### config.mk
export PLATFORM = sky130hd
export DESIGN_NAME = audio_gain_ramp_fader_unit
export DESIGN_NICKNAME = d
export VERILOG_FILES = /design/src/hw/rtl/agrf_pkg.sv /design/src/hw/rtl/audio_gain_ramp_fader_unit.sv /design/src/hw/rtl/agrf_div.sv /design/src/hw/rtl/agrf_lane.sv /design/src/hw/rtl/agrf_merge.sv
export SDC_FILE = /design/constraint.sdc
export NUM_CORES = 2
export LEC_CHECK = 0
export ABC_AREA = 0
export BUFFER_PORTS_ARGS = -buffer_cell sky130_fd_sc_hd__clkbuf_2
export CAP_MARGIN = 0
export CORE_AREA = 2 2 294 368
export CTS_BUF_LIST = sky130_fd_sc_hd__clkbuf_16
export DETAILED_ROUTE_END_ITERATION = 6
export DIE_AREA = 0 0 296 370
export PLACE_DENSITY = 0.81
export SLEW_MARGIN = 20
export SYNTH_ARGS = -nofsm -noshare
export SYNTH_HDL_FRONTEND = slang
export SYNTH_SLANG_ARGS = --single-unit
### constraint.sdc
create_clock -name clk -period 11.8 [get_ports clk]
set_clock_uncertainty 0.15 [all_clocks]
set_input_delay 1.18 -clock clk [delete_from_list [all_inputs] [get_ports clk]]
set_output_delay 1.18 -clock clk [all_outputs]
set_load 0.02 [all_outputs]
### src/hw/rtl/agrf_pkg.sv
package agrf_pkg;

  // Gain format: unsigned Q1.GAIN_FRAC, step is signed Q.GAIN_FRAC
  localparam int GAIN_FRAC  = 24;
  localparam int GAIN_W     = GAIN_FRAC + 1;
  localparam int STEP_W     = GAIN_W + 1;
  localparam int Q16_SHIFT  = GAIN_FRAC - 16;

  // Sample and product widths
  localparam int SMP_W      = 16;
  localparam int MAG_W      = SMP_W + 1;
  localparam int PROD_W     = MAG_W + GAIN_W;
  localparam int SCL_W      = PROD_W - GAIN_FRAC;

  // Field widths
  localparam int OP_W       = 2;
  localparam int TGT_W      = 17;
  localparam int MS_W       = 16;
  localparam int RATE_W     = 18;
  localparam int CHAN_W     = 2;
  localparam int CFG_IDX_W  = 1;
  localparam int CFG_DATA_W = RATE_W;

  // Frame count ms*rate/1000: drop 3 bits (1000 = 8 * 125), multiply by
  // ceil(2^38 / 125) and keep the bits from 38 up; exact over the full range
  localparam int MS_PER_S   = 1000;
  localparam int MS_RATE_W  = MS_W + RATE_W;
  localparam int RCP_PRE    = 3;
  localparam int FRM_NUM_W  = MS_RATE_W - RCP_PRE;
  localparam int RCP_W      = 32;
  localparam int RCP_SHIFT  = 38;
  localparam int FRM_PROD_W = FRM_NUM_W + RCP_W;
  localparam logic [RCP_W-1:0] RCP_125 = RCP_W'(64'd2199023256);

  // Divider widths: gain difference over frame count
  localparam int DIV_NUM_W  = GAIN_W;
  localparam int DIV_DEN_W  = GAIN_W;
  localparam int DIV_CNT_W  = $clog2(DIV_NUM_W + 1);

  // Constants
  localparam logic [TGT_W-1:0]     TGT_UNITY  = TGT_W'(65536);
  localparam logic [GAIN_W-1:0]    GAIN_UNITY = GAIN_W'(1) << GAIN_FRAC;
  localparam logic [SCL_W-1:0]     SAT_POS    = SCL_W'(32767);
  localparam logic [SCL_W-1:0]     SAT_NEG    = SCL_W'(32768);
  localparam logic [CHAN_W-1:0]    CHAN_MONO  = CHAN_W'(1);
  localparam logic [RATE_W-1:0]    RATE_RST   = RATE_W'(44100);
  localparam logic [CHAN_W-1:0]    CHAN_RST   = CHAN_W'(2);

  // Opcodes
  localparam logic [OP_W-1:0] OP_FRAME = 2'd0;
  localparam logic [OP_W-1:0] OP_SET   = 2'd1;
  localparam logic [OP_W-1:0] OP_STOP  = 2'd2;
  localparam logic [OP_W-1:0] OP_START = 2'd3;

  // Register indexes
  localparam logic [CFG_IDX_W-1:0] CFG_SAMPLE_RATE   = 1'd0;
  localparam logic [CFG_IDX_W-1:0] CFG_CHANNEL_COUNT = 1'd1;

  typedef struct packed {
    logic                 start;
    logic [DIV_NUM_W-1:0] dividend;
    logic [DIV_DEN_W-1:0] divisor;
  } div_req_t;

  typedef struct packed {
    logic                 busy;
    logic                 done;
    logic [DIV_NUM_W-1:0] quot;
  } div_res_t;

  typedef struct packed {
    logic              neg;
    logic [PROD_W-1:0] prod;
  } lane_res_t;

endpackage

### src/hw/rtl/audio_gain_ramp_fader_unit.sv
// Channel  Ports                                         Handshake
// in       in_opcode/sample_left/sample_right/           in_valid, in_ready
//          target_gain/ramp_ms
// out      out_left, out_right, out_finished             out_valid, out_ready
// cfg      cfg_index, cfg_wdata                          cfg_we (no wait)
//
// A frame passes gain update, lane multiply and saturate into the output register;
// the next item is taken once the result is in that register. A ramp command with
// nonzero duration and sample rate holds the input through accept, frame count by
// reciprocal multiply, 25-step divide and hand-off; with a zero frame count it is
// freed after the frame count. Immediate commands do not hold the input. A stalled
// result holds the output register, one more frame waits in the lanes. Sync reset.
module audio_gain_ramp_fader_unit (
  input  logic                              clk,
  input  logic                              rst_n,
  input  logic                              cfg_we,
  input  logic [agrf_pkg::CFG_IDX_W-1:0]    cfg_index,
  input  logic [agrf_pkg::CFG_DATA_W-1:0]   cfg_wdata,
  input  logic                              in_valid,
  output logic                              in_ready,
  input  logic [agrf_pkg::OP_W-1:0]         in_opcode,
  input  logic [agrf_pkg::SMP_W-1:0]        in_sample_left,
  input  logic [agrf_pkg::SMP_W-1:0]        in_sample_right,
  input  logic [agrf_pkg::TGT_W-1:0]        in_target_gain,
  input  logic [agrf_pkg::MS_W-1:0]         in_ramp_ms,
  output logic                              out_valid,
  input  logic                              out_ready,
  output logic [agrf_pkg::SMP_W-1:0]        out_left,
  output logic [agrf_pkg::SMP_W-1:0]        out_right,
  output logic                              out_finished
);
  import agrf_pkg::*;

  localparam logic [2:0] ST_IDLE = 3'd0;
  localparam logic [2:0] ST_MUL  = 3'd1;
  localparam logic [2:0] ST_OUT  = 3'd2;
  localparam logic [2:0] ST_FRM  = 3'd3;
  localparam logic [2:0] ST_DIV  = 3'd4;

  logic [2:0]        state_r, state_nxt;
  logic [RATE_W-1:0] rate_r;
  logic [CHAN_W-1:0] chan_r;
  logic [GAIN_W-1:0] gain_now_r, gain_now_nxt;
  logic [GAIN_W-1:0] gain_tgt_r, gain_tgt_nxt;
  logic [STEP_W-1:0] gain_step_r, gain_step_nxt;
  logic              stopping_r, stopping_nxt;
  logic              finished_r, finished_nxt;
  logic              dir_up_r, dir_up_nxt;
  logic [SMP_W-1:0]  smp_l_r, smp_r_r;
  logic [FRM_NUM_W-1:0] frm_num_r;

  logic              accept;
  logic [TGT_W-1:0]  tgt_sat;
  logic [GAIN_W-1:0] tq;
  logic [MS_RATE_W-1:0] ms_rate;
  logic [FRM_PROD_W-1:0] frm_prod;
  logic [GAIN_W-1:0] frames;
  logic [GAIN_W-1:0] diff;
  logic              up;
  logic [GAIN_W+1:0] g_sum, g_tgt;
  logic              step_pos, step_neg, hit;
  logic [GAIN_W-1:0] g_adv;
  logic [STEP_W-1:0] s_adv;
  logic [GAIN_W-1:0] div_q;

  div_req_t          div_req;
  div_res_t          div_res;
  lane_res_t         lane_l, lane_r;
  logic              merge_ready;

  assign accept  = in_valid && in_ready;
  assign in_ready = (state_r == ST_IDLE);

  // Q16 target clipped to unity and widened to the gain format
  assign tgt_sat = (in_target_gain > TGT_UNITY) ? TGT_UNITY : in_target_gain;
  assign tq      = GAIN_W'(tgt_sat) << Q16_SHIFT;
  assign ms_rate = MS_RATE_W'(in_ramp_ms) * MS_RATE_W'(rate_r);

  // Frame count from the registered ms*rate/8
  assign frm_prod = FRM_PROD_W'(frm_num_r) * FRM_PROD_W'(RCP_125);
  assign frames   = frm_prod[RCP_SHIFT +: GAIN_W];

  // Frame gain advance with clamp at target
  assign g_sum    = {2'b00, gain_now_r} + {gain_step_r[STEP_W-1], gain_step_r};
  assign g_tgt    = {2'b00, gain_tgt_r};
  assign step_neg = gain_step_r[STEP_W-1];
  assign step_pos = !step_neg && (gain_step_r != '0);
  assign hit      = (step_pos && ($signed(g_sum) >= $signed(g_tgt))) ||
                    (step_neg && ($signed(g_sum) <= $signed(g_tgt)));
  assign g_adv    = (gain_step_r == '0) ? gain_now_r :
                    (hit ? gain_tgt_r : g_sum[GAIN_W-1:0]);
  assign s_adv    = hit ? '0 : gain_step_r;

  // Distance to target for the step divide
  assign up    = gain_tgt_r >= gain_now_r;
  assign diff  = up ? GAIN_W'(gain_tgt_r - gain_now_r) : GAIN_W'(gain_now_r - gain_tgt_r);
  assign div_q = div_res.quot;

  // Sequencer
  always_comb begin
    state_nxt     = state_r;
    gain_now_nxt  = gain_now_r;
    gain_tgt_nxt  = gain_tgt_r;
    gain_step_nxt = gain_step_r;
    stopping_nxt  = stopping_r;
    finished_nxt  = finished_r;
    dir_up_nxt    = dir_up_r;
    div_req       = '0;
    case (state_r)
      ST_IDLE: begin
        if (accept) begin
          case (in_opcode)
            OP_FRAME: begin
              state_nxt = ST_MUL;
              if (!finished_r) begin
                gain_now_nxt  = g_adv;
                gain_step_nxt = s_adv;
                if (stopping_r && g_adv == '0 && s_adv == '0) begin
                  finished_nxt = 1'b1;
                end
              end
            end
            OP_SET, OP_STOP, OP_START: begin
              if (in_opcode != OP_SET || !stopping_r) begin
                gain_tgt_nxt  = (in_opcode == OP_STOP) ? '0 : tq;
                gain_step_nxt = '0;
                if (in_opcode == OP_STOP) begin
                  stopping_nxt = 1'b1;
                  if (in_ramp_ms == '0) begin
                    finished_nxt = 1'b1;
                  end
                end
                if (in_opcode == OP_START) begin
                  stopping_nxt = 1'b0;
                  finished_nxt = 1'b0;
                  gain_now_nxt = '0;
                end
                if (in_ramp_ms == '0 || rate_r == '0) begin
                  gain_now_nxt = (in_opcode == OP_STOP) ? '0 : tq;
                end else begin
                  state_nxt = ST_FRM;
                end
              end
            end
            default: begin
              state_nxt = ST_IDLE;
            end
          endcase
        end
      end
      ST_MUL: begin
        state_nxt = ST_OUT;
      end
      ST_OUT: begin
        if (merge_ready) begin
          state_nxt = ST_IDLE;
        end
      end
      ST_FRM: begin
        if (frames == '0) begin
          gain_now_nxt = gain_tgt_r;
          state_nxt    = ST_IDLE;
        end else begin
          dir_up_nxt       = up;
          div_req.start    = 1'b1;
          div_req.dividend = diff;
          div_req.divisor  = frames;
          state_nxt        = ST_DIV;
        end
      end
      ST_DIV: begin
        if (div_res.done) begin
          if (div_q == '0) begin
            gain_now_nxt = gain_tgt_r;
          end else begin
            gain_step_nxt = dir_up_r ? STEP_W'(div_q) : STEP_W'(-STEP_W'(div_q));
          end
          state_nxt = ST_IDLE;
        end
      end
      default: begin
        state_nxt = ST_IDLE;
      end
    endcase
  end

  always_ff @(posedge clk) begin
    if (!rst_n) begin
      state_r     <= ST_IDLE;
      rate_r      <= RATE_RST;
      chan_r      <= CHAN_RST;
      gain_now_r  <= '0;
      gain_tgt_r  <= '0;
      gain_step_r <= '0;
      stopping_r  <= 1'b0;
      finished_r  <= 1'b0;
      dir_up_r    <= 1'b0;
    end else begin
      state_r     <= state_nxt;
      gain_now_r  <= gain_now_nxt;
      gain_tgt_r  <= gain_tgt_nxt;
      gain_step_r <= gain_step_nxt;
      stopping_r  <= stopping_nxt;
      finished_r  <= finished_nxt;
      dir_up_r    <= dir_up_nxt;
      if (cfg_we) begin
        case (cfg_index)
          CFG_SAMPLE_RATE:   rate_r <= cfg_wdata[RATE_W-1:0];
          CFG_CHANNEL_COUNT: chan_r <= cfg_wdata[CHAN_W-1:0];
          default: begin
            rate_r <= rate_r;
          end
        endcase
      end
    end
  end

  // Frame samples: zeroed once finished, right zeroed in mono
  always_ff @(posedge clk) begin
    if (accept && in_opcode == OP_FRAME) begin
      smp_l_r <= finished_r ? '0 : in_sample_left;
      smp_r_r <= (finished_r || chan_r == CHAN_MONO) ? '0 : in_sample_right;
    end
  end

  // ms*rate with the low 3 bits dropped, for the frame count
  always_ff @(posedge clk) begin
    if (accept) begin
      frm_num_r <= ms_rate[MS_RATE_W-1:RCP_PRE];
    end
  end

  agrf_div u_div (
    .clk   (clk),
    .rst_n (rst_n),
    .req   (div_req),
    .res   (div_res)
  );

  agrf_lane u_lane_l (
    .clk    (clk),
    .load   (state_r == ST_MUL),
    .sample (smp_l_r),
    .gain   (gain_now_r),
    .res    (lane_l)
  );

  agrf_lane u_lane_r (
    .clk    (clk),
    .load   (state_r == ST_MUL),
    .sample (smp_r_r),
    .gain   (gain_now_r),
    .res    (lane_r)
  );

  agrf_merge u_merge (
    .clk          (clk),
    .rst_n        (rst_n),
    .load         (state_r == ST_OUT && merge_ready),
    .lane_l       (lane_l),
    .lane_r       (lane_r),
    .fin          (finished_r),
    .ready        (merge_ready),
    .out_valid    (out_valid),
    .out_ready    (out_ready),
    .out_left     (out_left),
    .out_right    (out_right),
    .out_finished (out_finished)
  );

  // Gain never exceeds unity
  a_gain_range: assert property (@(posedge clk) disable iff (!rst_n)
    gain_now_r <= GAIN_UNITY)
    else $error("gain above unity");

  // A live ramp step means the target is not yet reached
  a_step_live: assert property (@(posedge clk) disable iff (!rst_n)
    gain_step_r != '0 |-> gain_now_r != gain_tgt_r)
    else $error("nonzero step at target");

  // A finished voice is a stopped voice at rest at zero gain
  a_fin_rest: assert property (@(posedge clk) disable iff (!rst_n)
    finished_r |-> (stopping_r && gain_now_r == '0 && gain_step_r == '0))
    else $error("finished voice not at rest");

endmodule

### src/hw/rtl/agrf_div.sv
module agrf_div (
  input  logic                clk,
  input  logic                rst_n,
  input  agrf_pkg::div_req_t  req,
  output agrf_pkg::div_res_t  res
);
  import agrf_pkg::*;

  logic [DIV_DEN_W-1:0] rem_r, rem_nxt;
  logic [DIV_NUM_W-1:0] quo_r, quo_nxt;
  logic [DIV_DEN_W-1:0] den_r;
  logic [DIV_CNT_W-1:0] cnt_r, cnt_nxt;
  logic                 busy_r, busy_nxt;
  logic                 done_r, done_nxt;
  logic [DIV_DEN_W:0]   trial;
  logic                 fits;

  // One restoring step: shift in next dividend bit, subtract if it fits
  assign trial = {rem_r, quo_r[DIV_NUM_W-1]};
  assign fits  = trial >= {1'b0, den_r};

  always_comb begin
    rem_nxt  = rem_r;
    quo_nxt  = quo_r;
    cnt_nxt  = cnt_r;
    busy_nxt = busy_r;
    done_nxt = 1'b0;
    if (req.start) begin
      rem_nxt  = '0;
      quo_nxt  = req.dividend;
      cnt_nxt  = DIV_CNT_W'(DIV_NUM_W);
      busy_nxt = 1'b1;
    end else if (busy_r) begin
      rem_nxt = fits ? DIV_DEN_W'(trial - {1'b0, den_r}) : trial[DIV_DEN_W-1:0];
      quo_nxt = {quo_r[DIV_NUM_W-2:0], fits};
      cnt_nxt = cnt_r - DIV_CNT_W'(1);
      if (cnt_r == DIV_CNT_W'(1)) begin
        busy_nxt = 1'b0;
        done_nxt = 1'b1;
      end
    end
  end

  always_ff @(posedge clk) begin
    if (!rst_n) begin
      busy_r <= 1'b0;
      done_r <= 1'b0;
      cnt_r  <= '0;
    end else begin
      busy_r <= busy_nxt;
      done_r <= done_nxt;
      cnt_r  <= cnt_nxt;
    end
  end

  always_ff @(posedge clk) begin
    rem_r <= rem_nxt;
    quo_r <= quo_nxt;
    if (req.start) begin
      den_r <= req.divisor;
    end
  end

  assign res.busy = busy_r;
  assign res.done = done_r;
  assign res.quot = quo_r;

endmodule

### src/hw/rtl/agrf_lane.sv
module agrf_lane (
  input  logic                          clk,
  input  logic                          load,
  input  logic [agrf_pkg::SMP_W-1:0]    sample,
  input  logic [agrf_pkg::GAIN_W-1:0]   gain,
  output agrf_pkg::lane_res_t           res
);
  import agrf_pkg::*;

  logic [MAG_W-1:0]  s_ext;
  logic [MAG_W-1:0]  mag;
  logic              neg_r;
  logic [PROD_W-1:0] prod_r;

  // Sign-magnitude split so the shift truncates toward zero
  assign s_ext = {sample[SMP_W-1], sample};
  assign mag   = s_ext[MAG_W-1] ? MAG_W'(~s_ext + MAG_W'(1)) : s_ext;

  always_ff @(posedge clk) begin
    if (load) begin
      neg_r  <= sample[SMP_W-1];
      prod_r <= PROD_W'(mag) * PROD_W'(gain);
    end
  end

  assign res.neg  = neg_r;
  assign res.prod = prod_r;

endmodule

### src/hw/rtl/agrf_merge.sv
module agrf_merge (
  input  logic                           clk,
  input  logic                           rst_n,
  input  logic                           load,
  input  agrf_pkg::lane_res_t            lane_l,
  input  agrf_pkg::lane_res_t            lane_r,
  input  logic                           fin,
  output logic                           ready,
  output logic                           out_valid,
  input  logic                           out_ready,
  output logic [agrf_pkg::SMP_W-1:0]     out_left,
  output logic [agrf_pkg::SMP_W-1:0]     out_right,
  output logic                           out_finished
);
  import agrf_pkg::*;

  logic             valid_r;
  logic [SMP_W-1:0] left_r;
  logic [SMP_W-1:0] right_r;
  logic             fin_r;

  // Drop fraction bits, restore sign, clip to 16 bits
  function automatic logic [SMP_W-1:0] sat(input lane_res_t ln);
    logic [SCL_W-1:0] m;
    logic [SMP_W-1:0] v;
    m = ln.prod[PROD_W-1:GAIN_FRAC];
    if (ln.neg) begin
      v = (m > SAT_NEG) ? SAT_NEG[SMP_W-1:0] : SMP_W'(~m + SCL_W'(1));
    end else begin
      v = (m > SAT_POS) ? SAT_POS[SMP_W-1:0] : m[SMP_W-1:0];
    end
    return v;
  endfunction

  assign ready = !valid_r || out_ready;

  always_ff @(posedge clk) begin
    if (!rst_n) begin
      valid_r <= 1'b0;
    end else if (load) begin
      valid_r <= 1'b1;
    end else if (out_ready) begin
      valid_r <= 1'b0;
    end
  end

  always_ff @(posedge clk) begin
    if (load) begin
      left_r  <= sat(lane_l);
      right_r <= sat(lane_r);
      fin_r   <= fin;
    end
  end

  assign out_valid    = valid_r;
  assign out_left     = left_r;
  assign out_right    = right_r;
  assign out_finished = fin_r;

endmodule
==> results.toml <==
[logic_synthesis]
ys_types = 106
synth-seq-cells = 311
synth_top_cell_area_share = 0.355
yosys-top-cells-count = "inv_1 (1632), fa_1 (1196), nand2_1 (970), ha_1 (820), nor2_1 (305)"
synth_area_leader_cell = "fa_1"
synth-edff-count = 184
ys_seq_area_frac = 0.120
yosys-top-cells-area = "fa_1 (36%), ha_1 (15%), inv_1 (9.1%)"
ys_warn_count = 0
yosysMostFrequentCell = "inv_1"
ys.flop_type = "edfxtp_1"
async_flop_share = 0
netlist_area_um2 = 67400
avgSynthCellArea_um2 = 9.08
synth_cells = 7423

[worst_setup_path]
critPathLaunchType = "flip-flop"
crit_path_max_fanout = 78
arrival_ns = 9.80
crit_family = "adder cells"
cp_slowest_cell = "edfxtp_1"
cp.required_ns = 12.02
path_class = "flip-flop to flip-flop"
endpoint_kind = "flip-flop"
worst_path_most_repeated_cell = "fa_1"
cp_num_buf_inv = 7
slowest_delay_ns = 0.75

[clocking]
cts_setup_buffers = 0
ctsResizeCount = 0
path_clk_slew_ns = 0.06
numCtsBuffers = 40
htreeDepth = 2
cts_tree = "built"
root_buffer = "clkbuf_16"
clockBufferDepth = 3
clkSinkCount = 311
hold_buffers = 0
clock_latency_ns = 0.62

[sta]
rsz0062_at_grt = "false"
maxSlewHeadroom = 0.285
setup_slack_ns = 2.22
fmax_mhz = 104
whs_ns = 0.335
drv_slew = 0
timing.final.hold_violations = 0
fin_crit_ns = 9.58
fin_crit_sh = 0.812
tns_ns = 0
setup_viol = 0
worst_pin_slew_ns = 1.07

[route]
viasPerCell = 5.89
drtIter0Drc = 3268
wl_per_cell_um = 20.1
dr.pass1.iters = 7
ant_nets = 0
via_count = 52200
wl_um = 178000
drc = 0

[cells_and_area]
syn2layout_area_growth_pct = 5.39
layout.nets = 9518
register_area_um2 = 8070
multi_input_area_um2 = 52500
final_layout_size_suffix_gt1_frac = 0.0501
n_fill_cell = 8318
stdcell_area_um2 = 71000

[job]
maxCapViolations = 0

[floorplan]
die_w_um = 296
core.rowCount = 134
die-area_um2 = 110000
core_um2 = 106000
initial_core_util = 0.634
die_h_um = 370
ios = 126

[grt]
grt_pass1_vias = 57100
grt-ovfl-total = 0
grt_max_degree = 79
grt_usage = 0.338
antenna_found_initial = 14
grt_pass1_wl_um = 291000

[place]
port_buffers = 125
globalplace.congestion = 1.04
placed_cell_area_um2 = 69700
place_ws_ns = 2.25
dp_hpwl_um = 144000

[min_path]
hold_class = "flip-flop to flip-flop"

[status]
status = "finished clean"
per-layer routing:
layer	wire length (um)	global-route usage	vias up
met5	142	0	-
met1	62600	0.377	26100
met2	90500	0.605	2189
li1	-	-	23200
met4	12500	0.201	22
met3	12500	0.0544	726
cell families after synthesis:
kind of cell,Yosys count,synth area share
xor gates and xnor gates,202,0.0262
and+or+nand+nor,2017,0.139
muxes,51,0.00887
adders and majority gates,2016,0.507
other,2,0.000111
AOI/OAI and AO/OA,888,0.0897
buffers and inverters,1936,0.109
DFF,311,0.120
final timing paths:
check	startpoint	to	slack [ns]	cells after the start
max	frm_num_r[7]	u_div.quo_r[24]	2.22	28
min	chan_r[0]	chan_r[0]	0.34	2
max reg2reg	frm_num_r[7]	u_div.quo_r[24]	2.22	28
min reg2reg	chan_r[0]	chan_r[0]	0.34	2
cell usage in the layout, fill, tap and decap left out, types with 106 or more instances in the layout:
cell type	n
and2_1	253
ha_1	820
nand2_1	970
clkbuf_2	125
edfxtp_1	184
xnor2_1	106
o21ai_0	147
nor2_1	305
dfxtp_1	126
inv_1	1634
a21oi_1	212
fa_1	1196
state kept, by name, indices dropped and copies added (netlist names), 2 cells and up:
name / count
u_div.rem_r: 25
gain_now_r: 25
state_r: 3
gain_tgt_r: 17
u_merge.out_left: 16
gain_step_r: 26
u_div.cnt_r: 5
rate_r: 18
smp_l_r: 16
frm_num_r: 31
u_div.quo_r: 25
u_merge.out_right: 16
chan_r: 2
smp_r_r: 16
u_lane_r.prod_r: 18
u_div.den_r: 25
u_lane_l.prod_r: 18
through the flow:
stage	util	std cells
finish	0.668	8873
global route	0.668	8870
CTS	0.668	8868
detailed placement	0.655	8796
global placement	0.655	8796
floorplan	-	7471
cell type report:
| cell class | count | area share |
|---|---|---|
| Multi-Input combinational cell | 5224 | 0.739 |
| Inverter | 1635 | 0.0864 |
| Clock buffer | 41 | 0.0144 |
| Antenna cell | 4 | 0.000141 |
| Sequential cell | 311 | 0.114 |
| Tap cell | 1428 | 0.0252 |
| Timing Repair Buffer | 199 | 0.0171 |
| Clock inverter | 31 | 0.00454 |
tightest hold or removal path: cells and delay by family (launching register included):
family	cells	cell delay [ns]
flops	1	0.32
compound gates	1	0.06
simple gates	1	0.06
Power is not shown: default switching activity piles up to over one toggle a cycle in this logic, so the estimate is an artifact.
